**src/rtl/urad_pkg.sv**
```systemverilog
// shared constants and helpers for the unsigned-to-ascii radix converter
package urad_pkg;

	localparam int VALUE_W         = 32;
	localparam int BASE_W          = 6;
	localparam int DIGIT_W         = 6;
	localparam int CHAR_W          = 8;
	localparam int VALUE_BITS_DEF  = 32;
	localparam int MAX_DIGITS_DEF  = 32;

	localparam logic [BASE_W-1:0]  BASE_MIN      = 6'd2;
	localparam logic [BASE_W-1:0]  BASE_MAX      = 6'd36;
	localparam logic [DIGIT_W-1:0] DECIMAL_LIMIT = 6'd10;
	localparam logic [CHAR_W-1:0]  DIGIT_ZERO    = 8'h30;
	localparam logic [CHAR_W-1:0]  LETTER_OFS    = 8'h37;
	localparam logic [CHAR_W-1:0]  BAD_CHAR      = 8'h00;

	// digit value to ascii character
	function automatic logic [CHAR_W-1:0] to_ascii(input logic [DIGIT_W-1:0] d);
		logic [CHAR_W-1:0] dx;
		dx = {{(CHAR_W-DIGIT_W){1'b0}}, d};
		if (d < DECIMAL_LIMIT) begin
			return DIGIT_ZERO + dx;
		end
		return LETTER_OFS + dx;
	endfunction

endpackage

```
**src/rtl/urad_if.sv**
```systemverilog
// handshake channel interfaces for input items and result characters
interface urad_in_if;
	logic                          valid;
	logic                          ready;
	logic [urad_pkg::VALUE_W-1:0]  value;
	logic [urad_pkg::BASE_W-1:0]   base;

	modport source (output valid, output value, output base, input ready);
	modport sink   (input valid, input value, input base, output ready);
endinterface

interface urad_out_if;
	logic                          valid;
	logic                          ready;
	logic [urad_pkg::CHAR_W-1:0]   digit_char;
	logic                          last;
	logic                          bad_base;

	modport source (output valid, output digit_char, output last, output bad_base, input ready);
	modport sink   (input valid, input digit_char, input last, input bad_base, output ready);
endinterface

```
**src/rtl/unsigned_to_ascii_radix_core.sv**
```systemverilog
// top level: sequencer, digit store and output register of the radix converter
// each digit takes one pass of the shared bit-serial divider
// (load, VALUE_BITS quotient steps, write-back), then each stored digit is read back and emitted
// throughput is one item at a time; a new item is taken only while the sequencer is idle
// reset: arst_n clears sequencer, counters and output valid; the digit store is not cleared
module unsigned_to_ascii_radix_core #(
	parameter int VALUE_BITS = urad_pkg::VALUE_BITS_DEF,
	parameter int MAX_DIGITS = urad_pkg::MAX_DIGITS_DEF
) (
	input  logic        clk,
	input  logic        arst_n,
	urad_in_if.sink     item,
	urad_out_if.source  result
);

	localparam int ADDR_W = $clog2(MAX_DIGITS);
	localparam int CNT_W  = $clog2(MAX_DIGITS + 1);

	typedef enum logic [2:0] {
		S_IDLE,
		S_ERR,
		S_DIV_START,
		S_DIV_RUN,
		S_EMIT_RD,
		S_EMIT_LD
	} state_t;

	state_t                         state_q;
	logic [CNT_W-1:0]               cnt_q;
	logic [ADDR_W-1:0]              ptr_q;
	logic [VALUE_BITS-1:0]          quot_q;
	logic [urad_pkg::BASE_W-1:0]    base_q;

	// output register
	logic                           out_valid_q;
	logic [urad_pkg::CHAR_W-1:0]    out_char_q;
	logic                           out_last_q;
	logic                           out_bad_q;

	// digit store, no reset: every entry read was written in the same item
	logic [urad_pkg::DIGIT_W-1:0]   store_mem [MAX_DIGITS];
	logic [urad_pkg::DIGIT_W-1:0]   rd_data_q;

	logic                           div_done;
	logic [VALUE_BITS-1:0]          div_quot;
	logic [urad_pkg::DIGIT_W-1:0]   div_rem;

	logic [VALUE_BITS-1:0]          value_m;
	logic                           in_xfer;
	logic                           base_ok;
	logic                           slot_free;
	logic                           store_full;
	logic                           out_load;

	// only the low VALUE_BITS of the value take part
	if (VALUE_BITS <= urad_pkg::VALUE_W) begin : g_trunc
		assign value_m = item.value[VALUE_BITS-1:0];
	end else begin : g_ext
		assign value_m = {{(VALUE_BITS - urad_pkg::VALUE_W){1'b0}}, item.value};
	end

	assign item.ready = (state_q == S_IDLE);
	assign in_xfer    = item.valid && item.ready;
	assign base_ok    = (item.base >= urad_pkg::BASE_MIN) && (item.base <= urad_pkg::BASE_MAX);
	assign slot_free  = !out_valid_q || result.ready;
	assign store_full = (cnt_q == CNT_W'(MAX_DIGITS - 1));
	// a new result enters the output register this cycle
	assign out_load   = slot_free && (state_q == S_ERR || state_q == S_EMIT_LD);

	urad_div #(
		.VALUE_BITS (VALUE_BITS)
	) u_div (
		.clk       (clk),
		.arst_n    (arst_n),
		.start     (state_q == S_DIV_START),
		.dividend  (quot_q),
		.divisor   (base_q),
		.done      (div_done),
		.quotient  (div_quot),
		.remainder (div_rem)
	);

	// remainder written at the current digit count, read back from the top down
	always_ff @(posedge clk) begin
		if (state_q == S_DIV_RUN && div_done) begin
			store_mem[cnt_q[ADDR_W-1:0]] <= div_rem;
		end
		rd_data_q <= store_mem[ptr_q];
	end

	always_ff @(posedge clk or negedge arst_n) begin
		if (!arst_n) begin
			state_q     <= S_IDLE;
			cnt_q       <= '0;
			ptr_q       <= '0;
			out_valid_q <= 1'b0;
		end else begin
			// a taken result frees the slot unless reloaded
			if (out_load) begin
				out_valid_q <= 1'b1;
			end else if (result.ready) begin
				out_valid_q <= 1'b0;
			end
			unique case (state_q)
				S_IDLE: begin
					if (in_xfer) begin
						cnt_q <= '0;
						if (base_ok) begin
							state_q <= S_DIV_START;
						end else begin
							state_q <= S_ERR;
						end
					end
				end
				S_ERR: begin
					// bad base: single flagged result, no digits
					if (slot_free) begin
						state_q <= S_IDLE;
					end
				end
				S_DIV_START: begin
					state_q <= S_DIV_RUN;
				end
				S_DIV_RUN: begin
					if (div_done) begin
						cnt_q <= cnt_q + 1'b1;
						if (div_quot == '0 || store_full) begin
							ptr_q   <= cnt_q[ADDR_W-1:0];
							state_q <= S_EMIT_RD;
						end else begin
							state_q <= S_DIV_START;
						end
					end
				end
				S_EMIT_RD: begin
					state_q <= S_EMIT_LD;
				end
				S_EMIT_LD: begin
					if (slot_free) begin
						if (ptr_q == '0) begin
							state_q <= S_IDLE;
						end else begin
							ptr_q   <= ptr_q - 1'b1;
							state_q <= S_EMIT_RD;
						end
					end
				end
				default: begin
					state_q <= S_IDLE;
				end
			endcase
		end
	end

	// datapath registers of the sequencer, no reset needed
	always_ff @(posedge clk) begin
		if (in_xfer) begin
			quot_q <= value_m;
			base_q <= item.base;
		end else if (state_q == S_DIV_RUN && div_done) begin
			quot_q <= div_quot;
		end
		if (state_q == S_ERR && slot_free) begin
			out_char_q <= urad_pkg::BAD_CHAR;
			out_last_q <= 1'b1;
			out_bad_q  <= 1'b1;
		end else if (state_q == S_EMIT_LD && slot_free) begin
			out_char_q <= urad_pkg::to_ascii(rd_data_q);
			out_last_q <= (ptr_q == '0);
			out_bad_q  <= 1'b0;
		end
	end

	assign result.valid      = out_valid_q;
	assign result.digit_char = out_char_q;
	assign result.last       = out_last_q;
	assign result.bad_base   = out_bad_q;

	// input side only opens while the sequencer is idle
	a_ready_idle: assert property (@(posedge clk) disable iff (!arst_n)
		item.ready |-> (state_q == S_IDLE))
		else $error("input ready outside idle");

	// an error result always closes its run
	a_bad_last: assert property (@(posedge clk) disable iff (!arst_n)
		(result.valid && result.bad_base) |-> result.last)
		else $error("bad base result without last");

	// divider completes only while the sequencer waits on it
	a_div_done_run: assert property (@(posedge clk) disable iff (!arst_n)
		div_done |-> (state_q == S_DIV_RUN))
		else $error("divider done outside run state");

	// digit count never exceeds the store
	a_cnt_bound: assert property (@(posedge clk) disable iff (!arst_n)
		cnt_q <= CNT_W'(MAX_DIGITS))
		else $error("digit count beyond store depth");

	// emission always starts from a filled store
	a_emit_has_digits: assert property (@(posedge clk) disable iff (!arst_n)
		(state_q == S_EMIT_RD) |-> (cnt_q != '0))
		else $error("emission with no digits stored");

endmodule

```
**src/rtl/urad_div.sv**
```systemverilog
// restoring bit-serial divider, one quotient bit per cycle
module urad_div #(
	parameter int VALUE_BITS = urad_pkg::VALUE_BITS_DEF
) (
	input  logic                          clk,
	input  logic                          arst_n,
	input  logic                          start,
	input  logic [VALUE_BITS-1:0]         dividend,
	input  logic [urad_pkg::BASE_W-1:0]   divisor,
	output logic                          done,
	output logic [VALUE_BITS-1:0]         quotient,
	output logic [urad_pkg::DIGIT_W-1:0]  remainder
);

	localparam int STEP_W = (VALUE_BITS > 1) ? $clog2(VALUE_BITS) : 1;

	logic                          busy_q;
	logic                          done_q;
	logic [STEP_W-1:0]             step_q;
	logic [VALUE_BITS-1:0]         q_q;
	logic [urad_pkg::DIGIT_W-1:0]  rem_q;

	logic [urad_pkg::DIGIT_W:0]    trial;
	logic [urad_pkg::DIGIT_W:0]    dvs;
	logic                          ge;

	assign trial = {rem_q, q_q[VALUE_BITS-1]};
	assign dvs   = {1'b0, divisor};
	assign ge    = (trial >= dvs);

	always_ff @(posedge clk or negedge arst_n) begin
		if (!arst_n) begin
			busy_q <= 1'b0;
			done_q <= 1'b0;
			step_q <= '0;
		end else begin
			done_q <= 1'b0;
			if (start) begin
				busy_q <= 1'b1;
				step_q <= STEP_W'(VALUE_BITS - 1);
			end else if (busy_q) begin
				if (step_q == '0) begin
					busy_q <= 1'b0;
					done_q <= 1'b1;
				end else begin
					step_q <= step_q - 1'b1;
				end
			end
		end
	end

	always_ff @(posedge clk) begin
		if (start) begin
			q_q   <= dividend;
			rem_q <= '0;
		end else if (busy_q) begin
			q_q   <= {q_q[VALUE_BITS-2:0], ge};
			rem_q <= ge ? urad_pkg::DIGIT_W'(trial - dvs) : trial[urad_pkg::DIGIT_W-1:0];
		end
	end

	assign done      = done_q;
	assign quotient  = q_q;
	assign remainder = rem_q;

endmodule

```
**src/flat_wrapper.sv**
```systemverilog
// flat-port wrapper written by rule: the top's interface ports become plain ports
module unsigned_to_ascii_radix_core_flat 
#(
	parameter int VALUE_BITS = urad_pkg::VALUE_BITS_DEF,
	parameter int MAX_DIGITS = urad_pkg::MAX_DIGITS_DEF
)
  (clk, arst_n, item_valid, item_value, item_base, item_ready, result_valid, result_digit_char, result_last, result_bad_base, result_ready);
  urad_in_if item_i ();
  urad_out_if result_i ();
  input  logic clk;
  input  logic arst_n;
  input wire logic [$bits(item_i.valid)-1:0] item_valid;
  input wire logic [$bits(item_i.value)-1:0] item_value;
  input wire logic [$bits(item_i.base)-1:0] item_base;
  output wire logic [$bits(item_i.ready)-1:0] item_ready;
  output wire logic [$bits(result_i.valid)-1:0] result_valid;
  output wire logic [$bits(result_i.digit_char)-1:0] result_digit_char;
  output wire logic [$bits(result_i.last)-1:0] result_last;
  output wire logic [$bits(result_i.bad_base)-1:0] result_bad_base;
  input wire logic [$bits(result_i.ready)-1:0] result_ready;
  assign item_i.valid = item_valid;
  assign item_i.value = item_value;
  assign item_i.base = item_base;
  assign item_ready = item_i.ready;
  assign result_valid = result_i.valid;
  assign result_digit_char = result_i.digit_char;
  assign result_last = result_i.last;
  assign result_bad_base = result_i.bad_base;
  assign result_i.ready = result_ready;
  unsigned_to_ascii_radix_core #(.VALUE_BITS(VALUE_BITS), .MAX_DIGITS(MAX_DIGITS)) u_core (.clk(clk), .arst_n(arst_n), .item(item_i), .result(result_i));
endmodule
```
**config.mk**
```make
export PLATFORM = sky130hd
export DESIGN_NAME = unsigned_to_ascii_radix_core_flat
export DESIGN_NICKNAME = d
export VERILOG_FILES = /design/src/rtl/urad_pkg.sv /design/src/rtl/urad_if.sv /design/src/rtl/unsigned_to_ascii_radix_core.sv /design/src/rtl/urad_div.sv /design/src/flat_wrapper.sv
export SDC_FILE = /design/constraint.sdc
export NUM_CORES = 1
export LEC_CHECK = 0
export BUFFER_PORTS_ARGS = -buffer_cell sky130_fd_sc_hd__buf_2
export CAP_MARGIN = 20
export CORE_MARGIN = 8
export CORE_UTILIZATION = 40
export CTS_CLUSTER_SIZE = 10
export DETAILED_ROUTE_END_ITERATION = 8
export SLEW_MARGIN = 30
export SYNTH_ARGS = -nofsm -noshare
export SYNTH_HDL_FRONTEND = slang
export SYNTH_SLANG_ARGS = --single-unit
```
**constraint.sdc**
```tcl
create_clock -name clk -period 3.8 [get_ports clk]
set_clock_uncertainty 0.1 [all_clocks]
set_input_delay 0.19 -clock clk [delete_from_list [all_inputs] [get_ports clk]]
set_output_delay 0.19 -clock clk [all_outputs]
set_load 0.02 [all_outputs]
```
==> results of run 1 <==
-- sequential cells by signal, indices dropped and copies added (netlist names), 6 cells and up --
name	cells
u_core.store_mem	192
u_core.quot_q	32
u_core.u_div.quotient	32
u_core.result.digit_char	7
u_core.base_q	6
u_core.cnt_q	6
u_core.rd_data_q	6
u_core.u_div.remainder	6
-- final cells by class --
class | instances | area [µm²] | share of cell area
clock inverter | 8 | 57.56 | 0.003819
multi-input combinational | 474 | 3775 | 0.2505
timing repair buffer | 109 | 805.8 | 0.05346
tap | 408 | 510.5 | 0.03387
inverter | 24 | 90.09 | 0.005977
sequential | 305 | 8841 | 0.5866
clock buffer | 52 | 992.2 | 0.06583
-- per-layer routing --
metal,global-route usage,routed length [µm],vias to the layer above
met5,0,0,-
met4,0.04632,555,0
met3,0.02450,1075,42
met1,0.1798,12050,3589
met2,0.2381,13400,135
li1,-,-,3403
-- path summary, 6_finish.rpt --
path	startpoint	to	depth (start not counted)
min in group clk	item_base[4]	u_core.base_q[4]	2
hold / removal	arst_n	u_core.u_div.step_q[4]	2
max in group asynchronous	arst_n	u_core.ptr_q[1]	2
setup / recovery	u_core.state_q[0]	u_core.quot_q[14]	5
setup reg to reg	u_core.state_q[0]	u_core.quot_q[14]	5
hold reg to reg	u_core.result.digit_char[4]	u_core.result.digit_char[4]	2
-- cells in the final DEF, fill, tap and decap left out, drive strengths merged, types with 8 or more instances in the layout --
| master | instances |
|---|---|
| edfxtp | 262 |
| nand2 | 130 |
| dfxtp | 21 |
| a21oi | 20 |
| mux2i | 27 |
| o21ai | 30 |
| nor4 | 10 |
| xnor2 | 8 |
| dfrtp | 22 |
| buf | 67 |
| nor2 | 60 |
| mux2 | 32 |
| nand2b | 8 |
| mux4 | 48 |
| nand3 | 10 |
| ha | 17 |
| dlygate4sd3 | 42 |
| inv | 27 |
| clkbuf | 52 |
-- logic make-up after synthesis --
kind of cell    synth area share
flops                     0.6811
simple gates             0.08697
mux                       0.1345
compound gates           0.04223
buf+inv                  0.02825
fa+ha+maj                0.01793
xor+xnor                0.008774
other cells            0.0002890
-- cell usage after synthesis, types with 3 or more instances --
cell type / n / area (µm²)
nor4_1: 10 / 62.56
edfxtp_1: 262 / 7868
mux4_1: 6 / 157.7
nand4_1: 5 / 31.28
mux2_2: 29 / 326.6
a221oi_1: 7 / 61.31
a21oi_1: 20 / 100.1
buf_6: 7 / 78.83
xor2_1: 5 / 43.79
mux2i_1: 27 / 270.3
buf_4: 4 / 30.03
mux2_4: 3 / 45.04
dfxtp_1: 21 / 420.4
buf_2: 14 / 70.07
nand2_1: 130 / 488.0
inv_1: 23 / 86.33
xnor2_1: 8 / 70.07
nand3b_1: 3 / 22.52
a21o_1: 3 / 22.52
o21ai_0: 28 / 140.1
ha_1: 17 / 212.7
nand2b_1: 8 / 50.05
o21a_1: 3 / 22.52
clkbuf_1: 9 / 33.78
nor2b_1: 5 / 31.28
buf_12: 3 / 60.06
nand3_1: 9 / 45.04
a22o_1: 7 / 61.31
dfrtp_1: 22 / 550.5
nor2_1: 59 / 221.5
nor3_1: 5 / 25.02
mux4_2: 42 / 945.9
-- timing repair --
action,CTS,global route
endpoints found under the hold margin,62,0
hold buffers,42,0
endpoints found under the setup margin,0,0
-- through the flow --
stage | power (mW) | hold WS [ns] | util | cells
after global placement | 6.560 | 0.1030 | 0.4223 | 1278
after CTS | 9.766 | 0.1232 | 0.4680 | 1380
after floorplan | 6.035 | -0.2056 | - | 841
after global routing | 10.12 | 0.1682 | 0.4680 | 1380
after detailed placement | 6.615 | 0.09705 | 0.4223 | 1278
final | 9.665 | 0.1227 | 0.4680 | 1380
-- power by group through the flow --
stage | clock (mW) | combinational (mW) | sequential [mW]
2_1_floorplan | 0 | 1.15 | 4.89
3_3_place_gp | 0 | 1.73 | 4.83
3_5_place_dp | 0 | 1.78 | 4.84
4_1_cts | 3.17 | 1.82 | 4.78
5_1_grt | 3.29 | 2.01 | 4.82
6_report | 3.10 | 1.79 | 4.78
==> report_table.html, run 1 <==
<table>
<tr><th>Metric</th><th>Value</th></tr>
<tr><th colspan="2">Outcome</th></tr>
<tr><td>Status</td><td>finished, final reports clean</td></tr>
<tr><th colspan="2">Global routing</th></tr>
<tr><td>Pin count of the biggest net entering global routing</td><td>44</td></tr>
<tr><td>Number of antenna violations at the first check in global routing</td><td>0</td></tr>
<tr><td>Remaining Overflow, GRT</td><td>0</td></tr>
<tr><td>Total routing resource utilization after global routing</td><td>0.1401</td></tr>
<tr><td>Vias in the first global route</td><td>7443</td></tr>
<tr><td>Wire length of the first global-routing pass</td><td>42010 µm</td></tr>
<tr><th colspan="2">Critical path</th></tr>
<tr><td>Slack of the worst reg-to-reg path</td><td>1.34 ns</td></tr>
<tr><td>CP startpoint kind</td><td>register</td></tr>
<tr><td>Worst path required time</td><td>3.96 ns</td></tr>
<tr><td>Category of the worst setup path capture point</td><td>register</td></tr>
<tr><td>Largest delay share family, worst path</td><td>simple AND/OR/NAND/NOR gates</td></tr>
<tr><td>Crit Path Max Fanout</td><td>27</td></tr>
<tr><td>Critical path buffer and inverter count</td><td>2</td></tr>
<tr><td>Worst setup path category</td><td>register to register</td></tr>
<tr><td>Cell chain of the critical path</td><td>or3_4 &gt; inv_2 &gt; and2_4 &gt; buf_4 &gt; mux2_2</td></tr>
<tr><td>Longest individual stage delay on the worst path</td><td>0.50 ns</td></tr>
<tr><td>Critical-path cell with the highest stage delay</td><td>dfrtp_1</td></tr>
<tr><td>Critical path arrival</td><td>2.62 ns</td></tr>
<tr><th colspan="2">CTS</th></tr>
<tr><td>Clock latency on the worst-skew pair</td><td>0.52 ns</td></tr>
<tr><td>Clock-pin slew of the registers on the worst-case setup and hold paths</td><td>0.06 ns</td></tr>
<tr><td>Buffer levels on the longest clock path</td><td>3</td></tr>
<tr><td>Post-CTS Setup Inserts</td><td>0</td></tr>
<tr><td>Clock net sink count</td><td>305</td></tr>
<tr><td>CTS root buf</td><td>clkbuf_16</td></tr>
<tr><td>Number of buffers created by CTS</td><td>37</td></tr>
<tr><td>CTS resizes</td><td>0</td></tr>
<tr><td>Clock H-tree levels</td><td>2</td></tr>
<tr><td>TritonCTS clock tree</td><td>done</td></tr>
<tr><th colspan="2">Route</th></tr>
<tr><td>Via/cell ratio</td><td>5.195</td></tr>
<tr><td>Detailed-route wire length per cell</td><td>19.62 µm</td></tr>
<tr><td>Remaining design rule violation count</td><td>0</td></tr>
<tr><td>Detailed Route Iter0 Violations</td><td>379</td></tr>
<tr><td>Total number of vias</td><td>7169</td></tr>
<tr><td>Routed wire length</td><td>27070 µm</td></tr>
<tr><td>Post-detailed-route count of antenna-violating nets</td><td>0</td></tr>
<tr><td>Pre-antenna DRT Iters</td><td>5</td></tr>
<tr><th colspan="2">Power</th></tr>
<tr><td>Proportion of power drawn by the clock network</td><td>0.320</td></tr>
<tr><td>Switching fraction of total power</td><td>0.2743</td></tr>
<tr><td>Power per standard cell area</td><td>641.2 nW/µm²</td></tr>
<tr><td>Worst VDD drop</td><td>0.3367 mV</td></tr>
<tr><td>Internal power</td><td>7.014 mW</td></tr>
<tr><td>Proportion of power drawn by flip-flops and latches</td><td>0.494</td></tr>
<tr><td>Combinational share of power</td><td>0.185</td></tr>
<tr><td>Switching power total</td><td>2.651 mW</td></tr>
<tr><td>Static leakage power</td><td>5.255 nW</td></tr>
<tr><th colspan="2">Synthesis</th></tr>
<tr><td>Synth unique cells</td><td>64</td></tr>
<tr><td>Post-synthesis sequential area ratio</td><td>0.6811</td></tr>
<tr><td>Post-synth top flop</td><td>edfxtp_1</td></tr>
<tr><td>Synthesized area per cell</td><td>15.43 µm²</td></tr>
<tr><td>Number of enable-type register cells in the synthesized netlist</td><td>262</td></tr>
<tr><td>Mapped Cells</td><td>841</td></tr>
<tr><td>Async S/R FF share, synth</td><td>0.07213</td></tr>
<tr><td>Mapped Nets</td><td>901</td></tr>
<tr><td>Synthesized flop and latch total</td><td>305</td></tr>
<tr><td>Syn. warnings</td><td>0</td></tr>
<tr><td>Post-synthesis cell area</td><td>12980 µm²</td></tr>
<tr><th colspan="2">Timing</th></tr>
<tr><td>Transition at the pin with the smallest max-transition slack</td><td>0.8854 ns</td></tr>
<tr><td>Final-report hold violation count</td><td>0</td></tr>
<tr><td>Share of the cycle needed by the critical path after routing</td><td>0.6472</td></tr>
<tr><td>Shortest clock period the worst path allows after layout</td><td>2.459 ns</td></tr>
<tr><td>Total Negative Setup Slacks</td><td>0 ns</td></tr>
<tr><td>RSZ-0062 raised after global routing</td><td>false</td></tr>
<tr><td>Total setup violations reported at the end of the flow</td><td>0</td></tr>
<tr><td>Fmax</td><td>0.4066 GHz</td></tr>
<tr><td>Final worst slack</td><td>1.341 ns</td></tr>
<tr><td>Relative max-transition margin</td><td>0.4097</td></tr>
<tr><td>Final-report max-slew violation count</td><td>0</td></tr>
<tr><th colspan="2">Place</th></tr>
<tr><td>Final GP Congestion</td><td>0.7297</td></tr>
<tr><td>Instance area after placement</td><td>13600 µm²</td></tr>
<tr><td>Number of port buffers</td><td>52</td></tr>
<tr><td>DPL Wire Length</td><td>16620 µm</td></tr>
<tr><td>Post-placement worst setup slack</td><td>1.325 ns</td></tr>
<tr><th colspan="2">Floorplan</th></tr>
<tr><td>Row cnt</td><td>66</td></tr>
<tr><td>Starting density of the core</td><td>0.4030</td></tr>
<tr><td>Total core area</td><td>32210 µm²</td></tr>
<tr><td>Number of ports placed on the die boundary</td><td>54</td></tr>
<tr><td>Die area</td><td>38460 µm²</td></tr>
<tr><td>Vert. Die Dim</td><td>196.1 µm</td></tr>
<tr><td>Overall die width</td><td>196.1 µm</td></tr>
<tr><th colspan="2">Layout</th></tr>
<tr><td>Fill cell count</td><td>2802</td></tr>
<tr><td>Fraction of layout cells with a size suffix above 1</td><td>0.2037</td></tr>
<tr><td># nets final</td><td>1011</td></tr>
<tr><td>Synthesis-to-finish area growth</td><td>16.14%</td></tr>
<tr><td>Post-Layout Inst Area</td><td>15070 µm²</td></tr>
<tr><td>Number of antenna diodes</td><td>0</td></tr>
<tr><th colspan="2">Run</th></tr>
<tr><td>Max-Cap Viols</td><td>0</td></tr>
<tr><th colspan="2">Min path</th></tr>
<tr><td>Classification of the worst-slack hold path</td><td>input pin to asynchronous set/reset pin</td></tr>
</table>
(Power assumes the default switching activity.)
==> run 2: changes to the inputs <==
- clock period: 3.8 -> 2.21 ns (I/O delays scaled with it)
==> run 2 against run 1 <==
Effect of this change:
- critical path depth stayed put
- worst hold slack worse by 0.070 ns
- sequential power grew 71%
- power increased by 75%
- sequential cell count did not move
- largest cell class unchanged
- die area is the same
- critical endpoint is now u_core.rd_data_q[3]
- sequential share of layout area shrank 2.0 points
- final cell count up 4.3%
- non-clock buffer count rose by 54
- register-to-register slack lost 1.2 ns
- maximum frequency grew 18%
- via count up 2.4%
==> report_table.html, run 2 (synthesis gave the netlist of run 1 again) <==
<table>
<tr><th>Metric</th><th>Value</th></tr>
<tr><th colspan="2">Critical path</th></tr>
<tr><td>Worst path required time</td><td>2.50 ns</td></tr>
<tr><td>Longest individual stage delay on the worst path</td><td>0.56 ns</td></tr>
<tr><td>Critical path buffer and inverter count</td><td>1</td></tr>
<tr><td>Critical-path cell with the highest stage delay</td><td>mux4_2</td></tr>
<tr><td>CP startpoint kind</td><td>register</td></tr>
<tr><td>Slack of the worst reg-to-reg path</td><td>0.13 ns</td></tr>
<tr><td>Critical path arrival</td><td>2.36 ns</td></tr>
<tr><td>Crit Path Max Fanout</td><td>8</td></tr>
<tr><td>Worst setup path category</td><td>register to register</td></tr>
<tr><td>Cell chain of the critical path</td><td>buf_4 &gt; mux4_2 &gt; mux2i_1 &gt; a22o_1 &gt; a221oi_1</td></tr>
<tr><td>Category of the worst setup path capture point</td><td>register</td></tr>
<tr><td>Largest delay share family, worst path</td><td>multiplexers</td></tr>
<tr><th colspan="2">Layout</th></tr>
<tr><td>Non-filler cells, final</td><td>1439</td></tr>
<tr><td>Synthesis-to-finish area growth</td><td>20.33%</td></tr>
<tr><td>Number of antenna diodes</td><td>0</td></tr>
<tr><td>Fraction of layout cells with a size suffix above 1</td><td>0.2483</td></tr>
<tr><td>Largest register FFs</td><td>192</td></tr>
<tr><td>Most frequent standard cell in the layout excluding fill and tap cells</td><td>edfxtp_1</td></tr>
<tr><td># nets final</td><td>1064</td></tr>
<tr><td>Most frequent cells in the layout</td><td>edfxtp_1 (262), nand2_1 (129), buf_4 (62), nor2_1 (58), buf_2 (52)</td></tr>
<tr><th colspan="2">Global routing</th></tr>
<tr><td>Wire length of the first global-routing pass</td><td>43550 µm</td></tr>
<tr><td>Number of antenna violations at the first check in global routing</td><td>0</td></tr>
<tr><td>Remaining Overflow, GRT</td><td>0</td></tr>
<tr><td>Pin count of the biggest net entering global routing</td><td>36</td></tr>
<tr><td>Total routing resource utilization after global routing</td><td>0.1450</td></tr>
<tr><td>Vias in the first global route</td><td>7723</td></tr>
<tr><th colspan="2">Timing</th></tr>
<tr><td>Final-report hold violation count</td><td>0</td></tr>
<tr><td>Shortest clock period the worst path allows after layout</td><td>2.077 ns</td></tr>
<tr><td>Share of the cycle needed by the critical path after routing</td><td>0.9400</td></tr>
<tr><td>Transition at the pin with the smallest max-transition slack</td><td>0.5500 ns</td></tr>
<tr><td>RSZ-0062 raised after global routing</td><td>true</td></tr>
<tr><td>Fmax</td><td>0.4814 GHz</td></tr>
<tr><td>Total setup violations reported at the end of the flow</td><td>0</td></tr>
<tr><td>Relative max-transition margin</td><td>0.6333</td></tr>
<tr><td>Final-report max-slew violation count</td><td>0</td></tr>
<tr><th colspan="2">Place</th></tr>
<tr><td>Number of port buffers</td><td>52</td></tr>
<tr><td>Placed instance count</td><td>1331</td></tr>
<tr><td>DPL Wire Length</td><td>17700 µm</td></tr>
<tr><td>Final GP Congestion</td><td>0.7719</td></tr>
<tr><th colspan="2">CTS</th></tr>
<tr><td>Clock H-tree levels</td><td>2</td></tr>
<tr><td>Clock latency on the worst-skew pair</td><td>0.52 ns</td></tr>
<tr><td>Clock-pin slew of the registers on the worst-case setup and hold paths</td><td>0.06 ns</td></tr>
<tr><td>Clock net sink count</td><td>305</td></tr>
<tr><td>TritonCTS clock tree</td><td>done</td></tr>
<tr><td>Number of buffers created by CTS</td><td>36</td></tr>
<tr><td>Buffer levels on the longest clock path</td><td>3</td></tr>
<tr><td>CTS root buf</td><td>clkbuf_16</td></tr>
<tr><th colspan="2">Floorplan</th></tr>
<tr><td>Vert. Die Dim</td><td>196.1 µm</td></tr>
<tr><td>Starting density of the core</td><td>0.4030</td></tr>
<tr><td>Number of ports placed on the die boundary</td><td>54</td></tr>
<tr><td>Die area</td><td>38460 µm²</td></tr>
<tr><td>Overall die width</td><td>196.1 µm</td></tr>
<tr><td>Row cnt</td><td>66</td></tr>
<tr><td>Total core area</td><td>32210 µm²</td></tr>
<tr><th colspan="2">Route</th></tr>
<tr><td>Detailed Route Iter0 Violations</td><td>416</td></tr>
<tr><td>Routed wire length</td><td>27580 µm</td></tr>
<tr><td>Post-detailed-route count of antenna-violating nets</td><td>0</td></tr>
<tr><td>Total number of vias</td><td>7338</td></tr>
<tr><td>Detailed-route wire length per cell</td><td>19.17 µm</td></tr>
<tr><td>Remaining design rule violation count</td><td>0</td></tr>
<tr><td>Via/cell ratio</td><td>5.099</td></tr>
<tr><td>Pre-antenna DRT Iters</td><td>4</td></tr>
<tr><th colspan="2">Outcome</th></tr>
<tr><td>Status</td><td>finished, final reports clean</td></tr>
<tr><th colspan="2">Run</th></tr>
<tr><td>Max-Cap Viols</td><td>0</td></tr>
<tr><th colspan="2">Power</th></tr>
<tr><td>Power per standard cell area</td><td>1081 nW/µm²</td></tr>
<tr><td>Worst VDD drop</td><td>0.7251 mV</td></tr>
<tr><td>Post-layout total power</td><td>16.89 mW</td></tr>
<tr><td>Static leakage power</td><td>5.558 nW</td></tr>
<tr><th colspan="2">Min path</th></tr>
<tr><td>Classification of the worst-slack hold path</td><td>input pin to asynchronous set/reset pin</td></tr>
</table>
## run 2: per-stage QoR
step | setup WS, ns | utilization | hold slack [ns] | setup TNS (ns) | instance area, µm²
6_report | 0.1326 | 0.4849 | 0.05256 | 0 | 15620
5_1_grt | -0.02511 | 0.4849 | 0.07789 | -0.02511 | 15620
4_1_cts | 0.03398 | 0.4833 | 0.03170 | 0 | 15570
3_5_place_dp | 0.05133 | 0.4373 | 0.02752 | 0 | 14080
3_3_place_gp | 0.03045 | 0.4373 | 0.02944 | 0 | 14080
2_1_floorplan | 0.03246 | - | -0.2851 | 0 | 12990
## run 2: area by class of cell
class                   count  area, µm²
well taps                 408      510.5
multi-input cells         474       3820
clock inverters             3      45.04
clock buffers              62       1018
inverters                  24      93.84
flip-flops and latches    305       8842
fillers                  2747      16590
repair buffers            163       1286
## run 2: path summary, 6_finish.rpt
| check | startpoint | to | cells past startpoint |
|---|---|---|---|
| setup / recovery | u_core.ptr_q[0] | u_core.rd_data_q[3] | 5 |
| hold / removal | arst_n | u_core.u_div.busy_q | 2 |
| setup reg to reg | u_core.ptr_q[0] | u_core.rd_data_q[3] | 5 |
| hold reg to reg | u_core.result.digit_char[2] | u_core.result.digit_char[2] | 2 |
| max in group asynchronous | arst_n | u_core.ptr_q[1] | 2 |
| min in group clk | item_base[4] | u_core.base_q[4] | 2 |
## run 2: repair_timing
action	in CTS	in global routing
resized for setup	0	5
hold endpoints to repair	68	0
setup buffers	0	1
hold buffers	42	0
endpoints found under the setup margin	0	9
## run 2: report_power, final
group / switching [mW] / leakage, nW / internal (mW)
clock network: 2.24 / 0.508 / 3.15
registers: 0.441 / 2.89 / 7.74
logic: 1.97 / 2.16 / 1.35
total: 4.65 / 5.56 / 12.2
## run 2: routing by layer
metal	GRT usage	up-vias	wire, µm
li1	-	3511	-
met3	0.02193	36	873
met4	0.05306	0	630
met2	0.2431	119	13970
met5	0	-	0
met1	0.1892	3672	12110
==> run 3: changes to the inputs <==
- SYNTH_HIERARCHICAL: not set -> 1
==> run 3 against run 2 <==
Effect of this change:
- clock power down 3%
- wire length up 3.4%
- critical path depth unchanged
- count of clock-buffer cells in the layout unchanged
- via count up 0.87%
- setup slack worse by 0.011 ns
- largest power group unchanged
==> report_table.html, run 3 <==
<table>
<tr><th>Metric</th><th>Value</th></tr>
<tr><th colspan="2">Synthesis</th></tr>
<tr><td>Synthesized flop and latch total</td><td>305</td></tr>
<tr><td>Top cells by area in the synthesized netlist</td><td>edfxtp_1 (61%), mux4_2 (8.2%), mux2_2 (5.6%)</td></tr>
<tr><td>Mapped Cells</td><td>796</td></tr>
<tr><td>Share of Yosys cell area claimed by the top area cell type</td><td>0.6112</td></tr>
<tr><td>Ranking of synthesized cells by instance count</td><td>edfxtp_1 (262), mux2_2 (64), nor2_1 (60), mux4_2 (47), nand2_1 (45)</td></tr>
<tr><td>Synthesized area per cell</td><td>16.17 µm²</td></tr>
<tr><td>Post-synthesis sequential area ratio</td><td>0.6866</td></tr>
<tr><td>Mapped Nets</td><td>856</td></tr>
<tr><td>Number of enable-type register cells in the synthesized netlist</td><td>262</td></tr>
<tr><td>Post-synth top flop</td><td>edfxtp_1</td></tr>
<tr><td>Most common cell in the netlist</td><td>edfxtp_1</td></tr>
<tr><td>Post-synthesis cell area</td><td>12870 µm²</td></tr>
<tr><td>Library cell with the largest summed area after synthesis</td><td>edfxtp_1</td></tr>
<tr><td>Async S/R FF share, synth</td><td>0.07213</td></tr>
<tr><td>Syn. warnings</td><td>6</td></tr>
<tr><td>Synth unique cells</td><td>61</td></tr>
<tr><th colspan="2">Global routing</th></tr>
<tr><td>Remaining Overflow, GRT</td><td>0</td></tr>
<tr><td>Wire length of the first global-routing pass</td><td>43960 µm</td></tr>
<tr><td>Number of antenna violations at the first check in global routing</td><td>0</td></tr>
<tr><td>Pin count of the biggest net entering global routing</td><td>35</td></tr>
<tr><td>Total routing resource utilization after global routing</td><td>0.1483</td></tr>
<tr><td>Vias in the first global route</td><td>7654</td></tr>
<tr><th colspan="2">Layout</th></tr>
<tr><td>Synthesis-to-finish area growth</td><td>21.32%</td></tr>
<tr><td>Most frequent cells in the layout</td><td>edfxtp_1 (262), buf_4 (76), mux2_2 (64), nor2_1 (59), buf_2 (52)</td></tr>
<tr><td>Largest register FFs</td><td>192</td></tr>
<tr><td>Number of antenna diodes</td><td>0</td></tr>
<tr><td>Area of combinational cells with multiple inputs</td><td>3794 µm²</td></tr>
<tr><td>Fill cell count</td><td>2611</td></tr>
<tr><td>Fraction of layout cells with a size suffix above 1</td><td>0.3090</td></tr>
<tr><td># nets final</td><td>1033</td></tr>
<tr><td>Most frequent standard cell in the layout excluding fill and tap cells</td><td>edfxtp_1</td></tr>
<tr><td>Area used by sequential logic in the layout</td><td>8847 µm²</td></tr>
<tr><th colspan="2">CTS</th></tr>
<tr><td>Clock-pin slew of the registers on the worst-case setup and hold paths</td><td>0.06 ns</td></tr>
<tr><td>Clock net sink count</td><td>305</td></tr>
<tr><td>CTS root buf</td><td>clkbuf_16</td></tr>
<tr><td>Clock latency on the worst-skew pair</td><td>0.51 ns</td></tr>
<tr><td>Post-CTS Setup Inserts</td><td>0</td></tr>
<tr><td>Clock H-tree levels</td><td>2</td></tr>
<tr><td>TritonCTS clock tree</td><td>done</td></tr>
<tr><td>Number of buffers created by CTS</td><td>36</td></tr>
<tr><td>Buffer levels on the longest clock path</td><td>3</td></tr>
<tr><th colspan="2">Critical path</th></tr>
<tr><td>Crit Path Max Fanout</td><td>21</td></tr>
<tr><td>Slack of the worst reg-to-reg path</td><td>0.12 ns</td></tr>
<tr><td>Cell chain of the critical path</td><td>buf_12 &gt; mux4_2 &gt; mux2i_1 &gt; o21ai_0 &gt; o22a_1</td></tr>
<tr><td>Reg-to-reg critical path startpoint</td><td>u_core/ptr_q[0]</td></tr>
<tr><td>R2R depth</td><td>5</td></tr>
<tr><td>CP startpoint kind</td><td>register</td></tr>
<tr><td>Worst path required time</td><td>2.50 ns</td></tr>
<tr><td>Critical-path cell with the highest stage delay</td><td>mux4_2</td></tr>
<tr><td>Worst setup path category</td><td>register to register</td></tr>
<tr><td>Launch point of the worst path</td><td>u_core/ptr_q[0]</td></tr>
<tr><td>Longest individual stage delay on the worst path</td><td>0.54 ns</td></tr>
<tr><td>Critical path arrival</td><td>2.38 ns</td></tr>
<tr><td>Category of the worst setup path capture point</td><td>register</td></tr>
<tr><td>Reg-to-reg critical path endpoint</td><td>u_core/rd_data_q[2]</td></tr>
<tr><th colspan="2">Run</th></tr>
<tr><td>Max-Cap Viols</td><td>0</td></tr>
<tr><th colspan="2">Timing</th></tr>
<tr><td>Final-report hold violation count</td><td>0</td></tr>
<tr><td>Shortest clock period the worst path allows after layout</td><td>2.088 ns</td></tr>
<tr><td>Total Negative Setup Slacks</td><td>0 ns</td></tr>
<tr><td>Relative max-transition margin</td><td>0.6611</td></tr>
<tr><td>Final worst slack</td><td>0.1220 ns</td></tr>
<tr><td>Share of the cycle needed by the critical path after routing</td><td>0.9448</td></tr>
<tr><td>Transition at the pin with the smallest max-transition slack</td><td>0.5083 ns</td></tr>
<tr><td>RSZ-0062 raised after global routing</td><td>false</td></tr>
<tr><td>Fmax</td><td>0.4789 GHz</td></tr>
<tr><td>Total setup violations reported at the end of the flow</td><td>0</td></tr>
<tr><td>Final-report max-slew violation count</td><td>0</td></tr>
<tr><th colspan="2">Power</th></tr>
<tr><td>Proportion of power drawn by the clock network</td><td>0.266</td></tr>
<tr><td>Switching power total</td><td>6.062 mW</td></tr>
<tr><td>Combinational share of power</td><td>0.311</td></tr>
<tr><td>Worst VDD drop</td><td>0.5980 mV</td></tr>
<tr><td>Proportion of power drawn by flip-flops and latches</td><td>0.423</td></tr>
<tr><td>Power per standard cell area</td><td>1261 nW/µm²</td></tr>
<tr><td>Switching fraction of total power</td><td>0.3079</td></tr>
<tr><td>Static leakage power</td><td>5.544 nW</td></tr>
<tr><td>Internal power</td><td>13.63 mW</td></tr>
<tr><th colspan="2">Route</th></tr>
<tr><td>Remaining design rule violation count</td><td>0</td></tr>
<tr><td>Detailed Route Iter0 Violations</td><td>452</td></tr>
<tr><td>Via/cell ratio</td><td>5.280</td></tr>
<tr><td>Detailed-route wire length per cell</td><td>20.34 µm</td></tr>
<tr><td>Routed wire length</td><td>28510 µm</td></tr>
<tr><td>Total number of vias</td><td>7402</td></tr>
<tr><td>Pre-antenna DRT Iters</td><td>5</td></tr>
<tr><td>Post-detailed-route count of antenna-violating nets</td><td>0</td></tr>
<tr><th colspan="2">Min path</th></tr>
<tr><td>Classification of the worst-slack hold path</td><td>input pin to asynchronous set/reset pin</td></tr>
<tr><th colspan="2">Place</th></tr>
<tr><td>Final GP Congestion</td><td>0.8094</td></tr>
<tr><td>Number of port buffers</td><td>52</td></tr>
<tr><td>DPL Wire Length</td><td>18520 µm</td></tr>
<tr><td>Post-placement worst setup slack</td><td>0.009741 ns</td></tr>
<tr><th colspan="2">Floorplan</th></tr>
<tr><td>Total core area</td><td>31640 µm²</td></tr>
<tr><td>Overall die width</td><td>195.4 µm</td></tr>
<tr><td>Row cnt</td><td>65</td></tr>
<tr><td>Vert. Die Dim</td><td>195.4 µm</td></tr>
<tr><td>Number of ports placed on the die boundary</td><td>54</td></tr>
<tr><td>Starting density of the core</td><td>0.4069</td></tr>
<tr><td>Die area</td><td>38180 µm²</td></tr>
<tr><th colspan="2">Outcome</th></tr>
<tr><td>Status</td><td>finished, final reports clean</td></tr>
</table>
-- run 3: cell types whose count changed in the layout (fill, tap and decap cells not counted), moves of 6 or more --
cell,before,now
mux2_2,29,64
mux2i_1,27,15
or3_1,2,8
nand2_1,129,45
buf_4,62,76
o22ai_1,1,14
a221oi_1,7,1
mux4_1,6,0
-- run 3: kinds of logic (layout without fill, tap and decap cells) --
group | after synthesis | in the layout | share of synthesized area
muxes | 127 | 127 | 0.1510
adders and majority gates | 18 | 18 | 0.01808
xor gates and xnor gates | 11 | 11 | 0.007484
other | 1 | 1 | 0.0002913
AOI/OAI and AO/OA | 104 | 104 | 0.05191
buffers and inverters | 61 | 265 | 0.02206
and+or+nand+nor | 169 | 169 | 0.06250
DFF | 305 | 305 | 0.6866
-- run 3: worst max path at each step --
stage                                 to  slack, ns  depth (start not counted)
5_1_grt        u_core/u_div/remainder[4]       0.02                          8
3_3_place_gp             u_core/ptr_q[1]       0.11                          5
6_report             u_core/rd_data_q[2]       0.12                          5
4_1_cts                  u_core/ptr_q[1]      0.009                          5
2_1_floorplan     u_core/u_div/step_q[2]       0.01                          9
3_5_place_dp             u_core/ptr_q[1]       0.01                          5
-- run 3: power groups by stage --
stage / sequential [mW] / clock, mW / combinational, mW
after floorplan: 8.41 / 0 / 4.14
after global placement: 8.44 / 0 / 5.96
after detailed placement: 8.45 / 0 / 6.07
after CTS: 8.33 / 5.37 / 6.15
after global routing: 8.43 / 5.57 / 6.71
final: 8.32 / 5.23 / 6.13
-- run 3: area by class of cell --
| type | instances | area share |
|---|---|---|
| flip-flops and latches | 305 | 0.5665 |
| clock inverters | 3 | 0.001843 |
| inverters | 26 | 0.006650 |
| multi-input cells | 430 | 0.2429 |
| well taps | 402 | 0.03221 |
| clock buffers | 62 | 0.06394 |
| repair buffers | 174 | 0.08589 |
-- run 3: worst max-delay path: cells and delay by family, from the launching register on --
kind / cells / cell delay (ns)
AO/OA/AOI/OAI: 2 / 0.35
buffers and inverters: 1 / 0.22
flip-flops: 1 / 0.45
multiplexers: 2 / 0.84
-- run 3: through the flow --
stage | instances | power, mW | util | hold WS (ns) | area, µm²
after global routing | 1402 | 20.71 | 0.4936 | 0.08118 | 15620
after detailed placement | 1296 | 14.51 | 0.4478 | 0.01466 | 14170
after CTS | 1402 | 19.85 | 0.4932 | 0.04594 | 15600
final | 1402 | 19.69 | 0.4936 | 0.04004 | 15620
after floorplan | 796 | 12.55 | - | -0.2851 | 12930
after global placement | 1296 | 14.41 | 0.4478 | 0.01049 | 14170
-- run 3: metal layers --
metal  track usage  part of all wire  up-vias
met5             0                 0        -
met2        0.2420              0.49      155
met4       0.04604             0.021        0
li1              -                 -     3460
met1        0.2017              0.45     3744
met3       0.02338             0.042       43
-- run 3: timing repair --
item                                    in CTS  in global routing
endpoints found under the setup margin       0                  7
gates resized for setup                      0                  3
hold endpoints to repair                    64                  0
hold buffers                                41                  0
